===== config.mk =====
export PLATFORM = sky130hd
export DESIGN_NAME = nmea_sentence_framer
export DESIGN_NICKNAME = d
export VERILOG_FILES = /design/src/design/nsf_pkg.sv /design/src/design/nsf_step.sv /design/src/design/nsf_out_stage.sv /design/src/design/nmea_sentence_framer.sv
export VERILOG_INCLUDE_DIRS = /design/src /design/src/design
export SDC_FILE = /design/constraint.sdc
export NUM_CORES = 1
export LEC_CHECK = 0
export BUFFER_PORTS_ARGS = -buffer_cell sky130_fd_sc_hd__buf_4
export CAP_MARGIN = 30
export CELL_PAD_IN_SITES_DETAIL_PLACEMENT = 1
export CELL_PAD_IN_SITES_GLOBAL_PLACEMENT = 1
export CORE_UTILIZATION = 51
export CTS_BUF_LIST = sky130_fd_sc_hd__clkbuf_8
export CTS_CLUSTER_DIAMETER = 200
export DETAILED_ROUTE_END_ITERATION = 10
export HOLD_SLACK_MARGIN = 0.06
export MAX_ROUTING_LAYER = met4
export PLACE_DENSITY = 0.89
export SETUP_SLACK_MARGIN = 0.4
export SYNTH_ARGS = -nofsm -noshare
export SYNTH_HDL_FRONTEND = slang
export SYNTH_SLANG_ARGS = --single-unit

===== constraint.sdc =====
create_clock -name clk -period 6.5 [get_ports clk]
set_clock_uncertainty 0.1 [all_clocks]
set_input_delay 0 -clock clk [delete_from_list [all_inputs] [get_ports clk]]
set_output_delay 0 -clock clk [all_outputs]
set_load 0.01 [all_outputs]

===== src/design/nmea_sentence_framer_macros.svh =====
// Assertion macros for the NMEA sentence framer.
// Expect a clock named clk and an active-low reset named rst_n in the using module.
`ifndef NMEA_SENTENCE_FRAMER_MACROS_SVH
`define NMEA_SENTENCE_FRAMER_MACROS_SVH

// Same-cycle implication, checked outside reset.
`define NSF_ASSERT_NOW(label, pre, post) \
  label: assert property (@(posedge clk) disable iff (!rst_n) (pre) |-> (post)) \
    else $error("nsf: same-cycle check failed");

// Next-cycle implication, checked outside reset.
`define NSF_ASSERT_NEXT(label, pre, post) \
  label: assert property (@(posedge clk) disable iff (!rst_n) (pre) |=> (post)) \
    else $error("nsf: next-cycle check failed");

`endif


===== src/design/nsf_pkg.sv =====
// Shared types and constants for the NMEA sentence framer.
// No dependencies.
package nsf_pkg;

  localparam int unsigned MAX_SENTENCE     = 128;
  localparam int unsigned MAX_CHECK_DIGITS = 2;

  localparam logic [7:0] SYM_START = 8'h24;
  localparam logic [7:0] SYM_STAR  = 8'h2a;
  localparam logic [7:0] SYM_CR    = 8'h0d;
  localparam logic [7:0] SYM_LF    = 8'h0a;

  typedef enum logic [1:0] {
    PH_IDLE = 2'd0,
    PH_BODY = 2'd1,
    PH_CSUM = 2'd2,
    PH_WLF  = 2'd3
  } phase_t;

  typedef enum logic [1:0] {
    ST_NONE  = 2'd0,
    ST_ERROR = 2'd1,
    ST_DONE  = 2'd2
  } status_t;

  typedef enum logic [2:0] {
    ERR_NONE     = 3'd0,
    ERR_RESTART  = 3'd1,
    ERR_OVERFLOW = 3'd2,
    ERR_MISMATCH = 3'd3,
    ERR_CSUM_OVF = 3'd4,
    ERR_NO_LF    = 3'd5
  } err_t;

  typedef struct packed {
    phase_t      phase;
    logic [7:0]  length_count;
    logic [7:0]  running_xor;
    logic [15:0] checksum_value;
    logic [2:0]  checksum_digits;
    logic        hex_stopped;
  } frame_state_t;

  typedef struct packed {
    status_t    status;
    err_t       error_kind;
    logic [7:0] sentence_length;
    logic [7:0] body_byte;
    logic       body_valid;
    logic       body_restart;
  } frame_result_t;

endpackage


===== src/design/nsf_step.sv =====
// Next-state and result logic for one received byte of the sentence framer.
// Depends on nsf_pkg.
module nsf_step #(
  parameter int unsigned MAX_SENTENCE     = nsf_pkg::MAX_SENTENCE,
  parameter int unsigned MAX_CHECK_DIGITS = nsf_pkg::MAX_CHECK_DIGITS
) (
  input  nsf_pkg::frame_state_t  state_i,
  input  logic [7:0]             byte_i,
  output nsf_pkg::frame_state_t  state_o,
  output nsf_pkg::frame_result_t result_o
);

  logic       hex_ok;
  logic [3:0] hex_digit;

  always_comb begin
    hex_ok    = 1'b1;
    hex_digit = 4'd0;
    case (byte_i) inside
      [8'h30:8'h39]: hex_digit = 4'(byte_i - 8'h30);
      [8'h41:8'h46]: hex_digit = 4'(byte_i - 8'h41 + 8'd10);
      [8'h61:8'h66]: hex_digit = 4'(byte_i - 8'h61 + 8'd10);
      default:       hex_ok    = 1'b0;
    endcase
  end

  always_comb begin
    state_o  = state_i;
    result_o = '{status: nsf_pkg::ST_NONE, error_kind: nsf_pkg::ERR_NONE,
                 sentence_length: 8'd0, body_byte: 8'd0,
                 body_valid: 1'b0, body_restart: 1'b0};
    case (state_i.phase)
      nsf_pkg::PH_IDLE: begin
        if (byte_i == nsf_pkg::SYM_START) begin
          state_o.phase        = nsf_pkg::PH_BODY;
          state_o.length_count = 8'd1;
          state_o.running_xor  = 8'd0;
          result_o.body_byte    = byte_i;
          result_o.body_valid   = 1'b1;
          result_o.body_restart = 1'b1;
        end
      end
      nsf_pkg::PH_BODY, nsf_pkg::PH_CSUM: begin
        if (byte_i == nsf_pkg::SYM_START) begin
          // restart the store with this '$'
          state_o.phase        = nsf_pkg::PH_BODY;
          state_o.length_count = 8'd1;
          state_o.running_xor  = 8'd0;
          result_o.body_byte    = byte_i;
          result_o.body_valid   = 1'b1;
          result_o.body_restart = 1'b1;
          result_o.status       = nsf_pkg::ST_ERROR;
          result_o.error_kind   = nsf_pkg::ERR_RESTART;
        end else if (state_i.phase == nsf_pkg::PH_BODY) begin
          if (byte_i == nsf_pkg::SYM_STAR) begin
            state_o.phase           = nsf_pkg::PH_CSUM;
            state_o.checksum_value  = 16'd0;
            state_o.checksum_digits = 3'd0;
            state_o.hex_stopped     = 1'b0;
          end else if (state_i.length_count >= 8'(MAX_SENTENCE)) begin
            state_o.phase       = nsf_pkg::PH_IDLE;
            result_o.status     = nsf_pkg::ST_ERROR;
            result_o.error_kind = nsf_pkg::ERR_OVERFLOW;
          end else begin
            state_o.length_count = state_i.length_count + 8'd1;
            state_o.running_xor  = state_i.running_xor ^ byte_i;
            result_o.body_byte   = byte_i;
            result_o.body_valid  = 1'b1;
          end
        end else begin
          if (byte_i == nsf_pkg::SYM_CR) begin
            if (state_i.checksum_value != {8'd0, state_i.running_xor}) begin
              state_o.phase       = nsf_pkg::PH_IDLE;
              result_o.status     = nsf_pkg::ST_ERROR;
              result_o.error_kind = nsf_pkg::ERR_MISMATCH;
            end else begin
              state_o.phase = nsf_pkg::PH_WLF;
            end
          end else if (state_i.checksum_digits >= 3'(MAX_CHECK_DIGITS)) begin
            state_o.phase       = nsf_pkg::PH_IDLE;
            result_o.status     = nsf_pkg::ST_ERROR;
            result_o.error_kind = nsf_pkg::ERR_CSUM_OVF;
          end else begin
            state_o.checksum_digits = state_i.checksum_digits + 3'd1;
            // freeze the value at the first non-hex character
            if (!state_i.hex_stopped) begin
              if (!hex_ok) begin
                state_o.hex_stopped = 1'b1;
              end else begin
                state_o.checksum_value = {state_i.checksum_value[11:0], hex_digit};
              end
            end
          end
        end
      end
      default: begin
        if (byte_i == nsf_pkg::SYM_LF) begin
          state_o.phase            = nsf_pkg::PH_IDLE;
          result_o.status          = nsf_pkg::ST_DONE;
          result_o.sentence_length = state_i.length_count;
        end else begin
          result_o.status     = nsf_pkg::ST_ERROR;
          result_o.error_kind = nsf_pkg::ERR_NO_LF;
        end
      end
    endcase
  end

endmodule


===== src/design/nsf_out_stage.sv =====
// Result register of the sentence framer with valid/stall handshake.
// Depends on nsf_pkg.
module nsf_out_stage (
  input  logic                   clk,
  input  logic                   rst_n,
  input  logic                   load_i,
  input  nsf_pkg::frame_result_t result_i,
  output logic                   ready_o,
  output logic                   out_valid,
  input  logic                   out_stall,
  output nsf_pkg::frame_result_t result_o
);

  logic                   valid_r;
  logic                   valid_nxt;
  nsf_pkg::frame_result_t result_r;

  // free when empty or when the held request leaves this cycle
  assign ready_o   = !valid_r || !out_stall;
  assign valid_nxt = load_i ? 1'b1 : (ready_o ? 1'b0 : valid_r);

  always_ff @(posedge clk) begin
    if (!rst_n) begin
      valid_r <= 1'b0;
    end else begin
      valid_r <= valid_nxt;
    end
  end

  always_ff @(posedge clk) begin
    if (load_i) begin
      result_r <= result_i;
    end
  end

  assign out_valid = valid_r;
  assign result_o  = result_r;

endmodule


===== src/design/nmea_sentence_framer.sv =====
// Top level of the NMEA sentence framer: input register, framing state, result stage.
// Depends on nsf_pkg, nsf_step, nsf_out_stage and nmea_sentence_framer_macros.svh.
//
//   channel | direction | handshake           | payload
//   in_     | input     | in_valid / in_stall | in_data_byte
//   out_    | output    | out_valid/out_stall | out_status, out_error_kind,
//           |           |                     | out_sentence_length, out_body_*
//
// One byte enters per cycle while in_stall is low; each request gives one result
// after it is taken, passing through the input register, then the result register.
// The framing state updates as the byte moves from the input register into
// the result register, so one short logic level sets the clock.
// Reset (rst_n low at a clock edge) empties both registers and returns to idle.
// A stall on the output holds the result and backs up into in_stall.
`include "nmea_sentence_framer_macros.svh"

module nmea_sentence_framer #(
  parameter int unsigned MAX_SENTENCE     = nsf_pkg::MAX_SENTENCE,
  parameter int unsigned MAX_CHECK_DIGITS = nsf_pkg::MAX_CHECK_DIGITS
) (
  input  logic       clk,
  input  logic       rst_n,
  input  logic       in_valid,
  output logic       in_stall,
  input  logic [7:0] in_data_byte,
  output logic       out_valid,
  input  logic       out_stall,
  output logic [1:0] out_status,
  output logic [2:0] out_error_kind,
  output logic [7:0] out_sentence_length,
  output logic [7:0] out_body_byte,
  output logic       out_body_valid,
  output logic       out_body_restart
);

  logic                   in_valid_r;
  logic                   in_valid_nxt;
  logic [7:0]             in_byte_r;
  logic                   in_take;
  logic                   out_ready;
  logic                   fire;
  nsf_pkg::frame_state_t  state_r;
  nsf_pkg::frame_state_t  state_nxt;
  nsf_pkg::frame_result_t step_result;
  nsf_pkg::frame_result_t out_result;

  assign fire         = in_valid_r && out_ready;
  assign in_stall     = in_valid_r && !fire;
  assign in_take      = in_valid && !in_stall;
  assign in_valid_nxt = in_take ? 1'b1 : (fire ? 1'b0 : in_valid_r);

  always_ff @(posedge clk) begin
    if (!rst_n) begin
      in_valid_r <= 1'b0;
    end else begin
      in_valid_r <= in_valid_nxt;
    end
  end

  always_ff @(posedge clk) begin
    if (in_take) begin
      in_byte_r <= in_data_byte;
    end
  end

  nsf_step #(
    .MAX_SENTENCE     (MAX_SENTENCE),
    .MAX_CHECK_DIGITS (MAX_CHECK_DIGITS)
  ) u_step (
    .state_i  (state_r),
    .byte_i   (in_byte_r),
    .state_o  (state_nxt),
    .result_o (step_result)
  );

  // advance the framing state only when the byte moves on
  always_ff @(posedge clk) begin
    if (!rst_n) begin
      state_r <= '{phase: nsf_pkg::PH_IDLE, length_count: 8'd0, running_xor: 8'd0,
                   checksum_value: 16'd0, checksum_digits: 3'd0, hex_stopped: 1'b0};
    end else if (fire) begin
      state_r <= state_nxt;
    end
  end

  nsf_out_stage u_out (
    .clk       (clk),
    .rst_n     (rst_n),
    .load_i    (fire),
    .result_i  (step_result),
    .ready_o   (out_ready),
    .out_valid (out_valid),
    .out_stall (out_stall),
    .result_o  (out_result)
  );

  assign out_status          = out_result.status;
  assign out_error_kind      = out_result.error_kind;
  assign out_sentence_length = out_result.sentence_length;
  assign out_body_byte       = out_result.body_byte;
  assign out_body_valid      = out_result.body_valid;
  assign out_body_restart    = out_result.body_restart;

  `NSF_ASSERT_NOW(a_err_only_on_error,
    out_valid && out_status != nsf_pkg::ST_ERROR, out_error_kind == nsf_pkg::ERR_NONE)
  `NSF_ASSERT_NOW(a_restart_is_start,
    out_valid && out_body_restart, out_body_valid && out_body_byte == nsf_pkg::SYM_START)
  `NSF_ASSERT_NOW(a_done_has_length,
    out_valid && out_status == nsf_pkg::ST_DONE, out_sentence_length != 8'd0 && !out_body_valid)
  `NSF_ASSERT_NEXT(a_held_byte_stays,
    in_valid_r && !fire, in_valid_r && $stable(in_byte_r))
  `NSF_ASSERT_NOW(a_length_bounded,
    state_r.phase != nsf_pkg::PH_IDLE, state_r.length_count <= 8'(MAX_SENTENCE))

endmodule

==> results.py, run 1 <==
metrics = {
    "global_route": {
        "via_count_of_the_first_global_routing_pass": 3465,
        "grt_max_degree": 38,
        "grt_usage": 0.3398,
        "initial_antenna_violation_count": 0,
        "wire_length_of_the_first_global_routing_pass_um": 18750,
        "remaining_global_route_overflow": 0,
    },
    "sta": {
        "final.min_clock_period_ns": 3.616,
        "max_slew_margin": 0.3537,
        "clock.fmax_mhz": 276.5,
        "drv_slew": 0,
        "final_min_period_over_clock_period": 0.5563,
        "setup_viol": 0,
        "final.setup.tns_ns": 0,
        "timing_worst_slew_pin_value_ns": 0.9593,
        "grt_setup_unrepaired": "no",
        "number_of_hold_violations_in_the_final_report": 0,
    },
    "detailed_routing": {
        "detailedRoute.firstPassIterationCount": 5,
        "avgRoutedWirePerCell_um": 22.66,
        "drtIter0Drc": 229,
        "drt_wl_total_um": 11920,
        "detailroute.via_count": 3352,
        "viasPerCell": 6.373,
        "postRouteAntennaNets": 0,
        "drc": 0,
    },
    "power": {
        "ir_drop_mv": 0.1375,
        "share_seq_of_total_power": 0.547,
        "power_frac_comb": 0.061,
        "power.density_cell_area_mw_per_mm2": 201.1,
        "internal-power_mw": 0.6700,
        "swShare": 0.2438,
        "switchingPower_mw": 0.2160,
        "clock_power_share": 0.392,
        "total_leakage_power_nw": 1.646,
    },
    "logic_synthesis": {
        "async_flop_share": 0,
        "postSynthRegisterBits": 71,
        "synthesis.yosys.warnings": 0,
        "simple_gate_area_share_of_the_yosys_netlist": 0.2040,
        "synthTopCellsByCount": "40 x sky130_fd_sc_hd__dfxtp_1, 34 x sky130_fd_sc_hd__nor2_1, 31 x sky130_fd_sc_hd__edfxtp_1, 25 x sky130_fd_sc_hd__a21oi_1, 24 x sky130_fd_sc_hd__inv_1",
        "netlist_area_mm2": 0.003772,
        "netlist-cell-type-count": 53,
        "postSynth.topFlopCell": "sky130_fd_sc_hd__dfxtp_1",
        "synth_top_family_by_area": "compound AO/OA/AOI/OAI gates",
        "yosys.cell_count.top_type": "sky130_fd_sc_hd__dfxtp_1",
        "synth_top_area_cell": "sky130_fd_sc_hd__edfxtp_1",
        "synth_enable_flop_cells": 31,
        "synth_sequential_area_ratio": 0.4590,
        "syn_avg_cell_area_um2": 9.698,
        "yosys.area_share.adder": 0.04312,
        "synth_cells": 389,
        "synthMuxAreaShare": 0.01095,
        "synth_largest_type_area_fraction": 0.2468,
        "synth-xor-area-share": 0.02322,
        "synth_top_cells_by_area": "sky130_fd_sc_hd__edfxtp_1 25%, sky130_fd_sc_hd__dfxtp_1 21%, sky130_fd_sc_hd__ha_1 4.3%, sky130_fd_sc_hd__o311ai_0 3.7%, sky130_fd_sc_hd__nor2_1 3.4%",
        "synth_compound_gate_area_share": 0.2056,
        "synth_nets": 414,
    },
    "cts": {
        "worst_skew_pair.late_latency_ns": 0.36,
        "htreeDepth": 3,
        "cts_root_buf": "sky130_fd_sc_hd__clkbuf_8",
        "cts_buffer_depth": 2,
        "clkSlewWorstSetupHoldPaths_ns": 0.08,
        "post_cts.resized_instances": 0,
        "cts.sink_count": 71,
        "numCtsBuffers": 9,
        "clock_tree_from_tritoncts": "yes",
    },
    "worst_setup_path": {
        "critical_path.endpoint": "state_r[8]",
        "rrSetupSlack_ns": 2.88,
        "crit_required_ns": 6.65,
        "critical_path_class": "reg2reg",
        "r2r.worst_path.cells": 6,
        "start_kind": "flop",
        "cp-startpoint": "in_valid_r",
        "timing.rr.start": "in_valid_r",
        "rr_endpoint": "state_r[8]",
        "end_kind": "flop",
        "cp_data_arrival_time_ns": 3.76,
        "worstPathMaxFanout": 25,
    },
    "floorplanning": {
        "design.core.area_mm2": 0.006982,
        "placement_rows": 30,
        "num_io_pins": 37,
        "floorplan.initialDensity": 0.5403,
        "fp.dieH_um": 88.01,
        "design.die.area_mm2": 0.007745,
        "die_w_um": 88.01,
    },
    "outcome": {
        "status": "completed",
    },
    "placement": {
        "routabilityCongestion": 0.9328,
        "dp_hpwl_um": 7262,
        "place_inst": 498,
        "port_buffers": 36,
    },
    "run": {
        "cap_violations": 0,
    },
    "layout": {
        "antenna_cells_inserted": 0,
        "post_layout_nonfiller_instances": 526,
        "synthToLayoutAreaGrowth_pct": 16.82,
        "finalNetCount": 450,
        "final_layout_size_suffix_gt1_frac": 0.1744,
        "nFillCells": 796,
    },
    "min_path": {
        "hold_class": "in2reg",
    },
}
[power by group through the flow]
stage	Clock, mW	Combinational [mW]	Sequential (mW)
after floorplan	0	0.0233	0.493
after global placement	0	0.0443	0.493
after detailed placement	0	0.0457	0.494
after CTS	0.343	0.0525	0.484
after global routing	0.365	0.0580	0.486
final	0.347	0.0544	0.484
[registers in the layout, indices dropped and copies added, names as in the netlist]
| name | count |
|---|---|
| u_out.out_valid | 1 |
| state_r | 38 |
| in_valid_r | 1 |
| u_out.result_o | 23 |
| in_byte_r | 8 |
[critical path, stage by stage (launching register included)]
cell and delay (ns):
sky130_fd_sc_hd__dfxtp_1 0.37, sky130_fd_sc_hd__a21bo_2 0.28, sky130_fd_sc_hd__inv_1 0.70, sky130_fd_sc_hd__o211ai_1 0.36, sky130_fd_sc_hd__nor4_4 0.42, sky130_fd_sc_hd__or4b_1 0.87, sky130_fd_sc_hd__o211ai_1 0.40
[metrics by stage]
step                utilization  instance area (um2)  power [mW]  hold WS (ns)  setup WS, ns
finish                   0.6312                 4407      0.8861        0.2690         2.884
CTS                      0.6312                 4407      0.8798        0.2656         2.935
detailed placement       0.5878                 4104      0.5395       0.07938         2.989
global placement         0.5828                 4069      0.5376       0.07933         3.016
floorplan                     -                 3772      0.5161     -0.001131         3.820
global route             0.6312                 4407      0.9082        0.2713         2.636
[timing repair]
action                                 CTS  global route
endpoints found under the hold margin   26             0
hold buffers                            12             0
setup buffers                            0             0
[final cells by class]
cell class	count	area (um2)	area share
repair buffers	52	440.4	0.09994
well taps	96	120.1	0.02726
inverters	24	90.09	0.02044
flip-flops and latches	71	1732	0.3930
clock inverters	7	58.81	0.01334
clock buffers	9	123.9	0.02811
multi-input cells	267	1842	0.4179
[placed cells by master (no fill, tap or decap), types with 3 or more instances in the layout]
| cell type | count |
|---|---|
| sky130_fd_sc_hd__a311oi_1 | 7 |
| sky130_fd_sc_hd__a211oi_1 | 5 |
| sky130_fd_sc_hd__nor4_1 | 6 |
| sky130_fd_sc_hd__nand2_1 | 15 |
| sky130_fd_sc_hd__a21oi_1 | 25 |
| sky130_fd_sc_hd__buf_4 | 39 |
| sky130_fd_sc_hd__edfxtp_1 | 31 |
| sky130_fd_sc_hd__and3_1 | 6 |
| sky130_fd_sc_hd__o211ai_2 | 10 |
| sky130_fd_sc_hd__nand4_1 | 6 |
| sky130_fd_sc_hd__dlygate4sd3_1 | 12 |
| sky130_fd_sc_hd__o21ai_0 | 11 |
| sky130_fd_sc_hd__nor3b_1 | 3 |
| sky130_fd_sc_hd__nor2b_1 | 10 |
| sky130_fd_sc_hd__nand2b_1 | 3 |
| sky130_fd_sc_hd__mux2i_1 | 3 |
| sky130_fd_sc_hd__nand3b_1 | 3 |
| sky130_fd_sc_hd__ha_1 | 13 |
| sky130_fd_sc_hd__and2_1 | 16 |
| sky130_fd_sc_hd__nor2_1 | 34 |
| sky130_fd_sc_hd__o211ai_1 | 9 |
| sky130_fd_sc_hd__nand3_1 | 23 |
| sky130_fd_sc_hd__xnor2_1 | 8 |
| sky130_fd_sc_hd__dfxtp_1 | 40 |
| sky130_fd_sc_hd__o311ai_0 | 16 |
| sky130_fd_sc_hd__inv_1 | 27 |
| sky130_fd_sc_hd__clkbuf_8 | 9 |
[how the worst min path moves through the flow]
stage | startpoint | to | cells after the start
5_1_grt | in_data_byte[3] | in_byte_r[3] | 2
2_1_floorplan | in_data_byte[0] | in_byte_r[0] | 0
4_1_cts | in_data_byte[6] | in_byte_r[6] | 2
6_report | in_data_byte[3] | in_byte_r[3] | 2
3_5_place_dp | in_data_byte[1] | in_byte_r[1] | 1
3_3_place_gp | in_data_byte[1] | in_byte_r[1] | 1
[cells by family after synthesis]
logic type,Yosys count
and+or+nand+nor,138
AOI/OAI and AO/OA,102
DFF,71
buffers and inverters,51
adders and majority gates,13
xor gates and xnor gates,10
muxes,4
[layer usage]
metal / part of all wire / global-route usage / up-vias
met4: 0.043 / 0.1878 / 0
met5: 0 / - / -
li1: - / - / 1516
met3: 0.056 / 0.05844 / 41
met1: 0.41 / 0.4042 / 1650
met2: 0.49 / 0.5447 / 145
Note: power is estimated with default switching activity, not from simulation.
==> run 2: changes to the inputs <==
- CORE_UTILIZATION: 51 -> 43
- PLACE_DENSITY: 0.89 -> 0.8
- clock period: 6.5 -> 3.1 ns (I/O delays scaled with it)
==> run 2 against run 1 <==
Effect of this change:
- largest power group unchanged
- critical endpoint is now state_r[12]
- die area up 18%
- wire length is 8.2% lower
- largest cell class unchanged
- hold slack improved by 0.0019 ns
==> results.py, run 2 (synthesized netlist as in run 1, its figures left out) <==
metrics = {
    "floorplanning": {
        "design.core.area_mm2": 0.008341,
        "fp.dieH_um": 95.67,
        "die_w_um": 95.67,
        "placement_rows": 33,
        "floorplan.initialDensity": 0.4523,
        "num_io_pins": 37,
        "design.die.area_mm2": 0.009152,
    },
    "outcome": {
        "status": "completed",
    },
    "layout": {
        "commonest_non_fill_non_tap_cell_in_the_layout": "sky130_fd_sc_hd__buf_4",
        "most-common-layout-cells": "56 x sky130_fd_sc_hd__buf_4, 40 x sky130_fd_sc_hd__dfxtp_1, 34 x sky130_fd_sc_hd__nor2_1, 31 x sky130_fd_sc_hd__edfxtp_1, 27 x sky130_fd_sc_hd__inv_1",
        "synthToLayoutAreaGrowth_pct": 20.10,
        "regArea_mm2": 0.001732,
        "finalNetCount": 466,
        "fin_util": 0.5432,
        "antenna_cells_inserted": 0,
        "largest_reg_flops": 38,
        "nFillCells": 956,
        "final_layout_size_suffix_gt1_frac": 0.2152,
        "max_flop_register": "state_r",
        "multiInputGateArea_mm2": 0.001866,
    },
    "global_route": {
        "wire_length_of_the_first_global_routing_pass_um": 17180,
        "grt_max_degree": 38,
        "grt_usage": 0.2598,
        "remaining_global_route_overflow": 0,
        "via_count_of_the_first_global_routing_pass": 3354,
        "initial_antenna_violation_count": 0,
    },
    "cts": {
        "htreeDepth": 3,
        "cts.sink_count": 71,
        "clock_tree_from_tritoncts": "yes",
        "cts_buffer_depth": 2,
        "numCtsBuffers": 9,
        "cts_root_buf": "sky130_fd_sc_hd__clkbuf_8",
        "worst_skew_pair.late_latency_ns": 0.35,
        "clkSlewWorstSetupHoldPaths_ns": 0.07,
    },
    "detailed_routing": {
        "postRouteAntennaNets": 0,
        "avgRoutedWirePerCell_um": 19.86,
        "viasPerCell": 5.915,
        "detailroute.via_count": 3259,
        "drc": 0,
        "detailedRoute.firstPassIterationCount": 5,
        "drt_wl_total_um": 10940,
        "drtIter0Drc": 205,
    },
    "worst_setup_path": {
        "timing.rr.start": "in_byte_r[1]",
        "end_kind": "flop",
        "timing.critical_path.slowest_cell_delay_ns": 0.49,
        "cp-startpoint": "in_byte_r[1]",
        "cp_data_arrival_time_ns": 2.75,
        "critical_path_class": "reg2reg",
        "worstPathMaxFanout": 17,
        "timing.critical_path.slowest_stage_cell": "sky130_fd_sc_hd__o311ai_0",
        "rrSetupSlack_ns": 0.46,
        "r2r.worst_path.cells": 8,
        "crit_required_ns": 3.21,
        "start_kind": "flop",
        "critical_path.cell_chain": "inv_1 -> ha_1 -> o21bai_1 -> a21oi_1 -> a31oi_1 -> buf_4 -> o311ai_0 -> o211ai_2",
        "rr_endpoint": "state_r[12]",
    },
    "sta": {
        "grt_setup_unrepaired": "no",
        "finalWorstSetupSlack_ns": 0.4592,
        "drv_slew": 0,
        "final.min_clock_period_ns": 2.641,
        "setup_viol": 0,
        "max_slew_margin": 0.5334,
        "final_min_period_over_clock_period": 0.8519,
        "timing_worst_slew_pin_value_ns": 0.6985,
        "number_of_hold_violations_in_the_final_report": 0,
        "clock.fmax_mhz": 378.7,
        "holdWs_ns": 0.2709,
        "final.setup.tns_ns": 0,
    },
    "power": {
        "power_frac_comb": 0.071,
        "clock_power_share": 0.366,
        "ir_drop_mv": 0.2510,
        "share_seq_of_total_power": 0.563,
        "total_power_of_the_final_layout_mw": 1.798,
        "internal-power_mw": 1.375,
        "switchingPower_mw": 0.4233,
        "swShare": 0.2354,
        "power.density_cell_area_mw_per_mm2": 396.9,
        "total_leakage_power_nw": 1.723,
    },
    "placement": {
        "port_buffers": 36,
        "dp_worst_setup_slack_ns": 0.2277,
        "routabilityCongestion": 0.8640,
        "dp_hpwl_um": 7274,
    },
    "min_path": {
        "holdPathEnd": "in_byte_r[1]",
        "timing.hold.worst.start": "in_data_byte[1]",
        "hold_class": "in2reg",
        "worst_hold_path.num_cells": 2,
    },
    "run": {
        "cap_violations": 0,
    },
}
[run 2: cell type report]
class,count,share of cell area
Clock buffer,11,0.03342
Inverter,24,0.01988
Multi-Input combinational cell,267,0.4118
Timing Repair Buffer,68,0.1193
Tap cell,105,0.02900
Sequential cell,71,0.3822
Clock inverter,5,0.004419
[run 2: power by group through the flow]
stage | Clock (mW) | Sequential (mW) | Combinational, mW
finish | 0.659 | 1.01 | 0.127
floorplan | 0 | 1.03 | 0.0488
global route | 0.705 | 1.01 | 0.136
global placement | 0 | 1.03 | 0.100
detailed placement | 0 | 1.03 | 0.104
CTS | 0.672 | 1.01 | 0.117
[run 2: critical path: cells and delay by family (launching register included)]
family                   cells  cell delay, ns
buffers and inverters        2            0.39
AO/OA/AOI/OAI                5            1.26
flip-flops                   1            0.48
adder cells (fa/ha/maj)      1            0.28
[run 2: worst max path at each step]
stage                             end  cells after the start
after global placement     state_r[7]                      8
after global routing       state_r[7]                      8
after CTS                  state_r[6]                      8
after detailed placement   state_r[6]                      8
after floorplan           state_r[10]                      8
final                     state_r[12]                      8
[run 2: repair_timing]
| item | 4_1_cts | 5_1_grt |
|---|---|---|
| cloned | 0 | 0 |
| endpoints found under the setup margin | 18 | 27 |
| pin swaps | 1 | 2 |
| endpoints found under the hold margin | 27 | 0 |
| setup buffers | 1 | 6 |
| hold buffers | 12 | 0 |
| resized for setup | 1 | 5 |
[run 2: metal layers]
metal  track usage  vias up  routed length [um]
met5             -        -                   0
met4       0.08831        0                 233
met3       0.04147       22                 408
met2        0.4304       74                5389
met1        0.3212     1619                4910
li1              -     1544                   -
[run 2: stage by stage]
| stage | area [um2] | cells |
|---|---|---|
| floorplan | 3772 | 389 |
| global placement | 4163 | 516 |
| detailed placement | 4163 | 516 |
| CTS | 4464 | 545 |
| global route | 4531 | 551 |
| finish | 4531 | 551 |
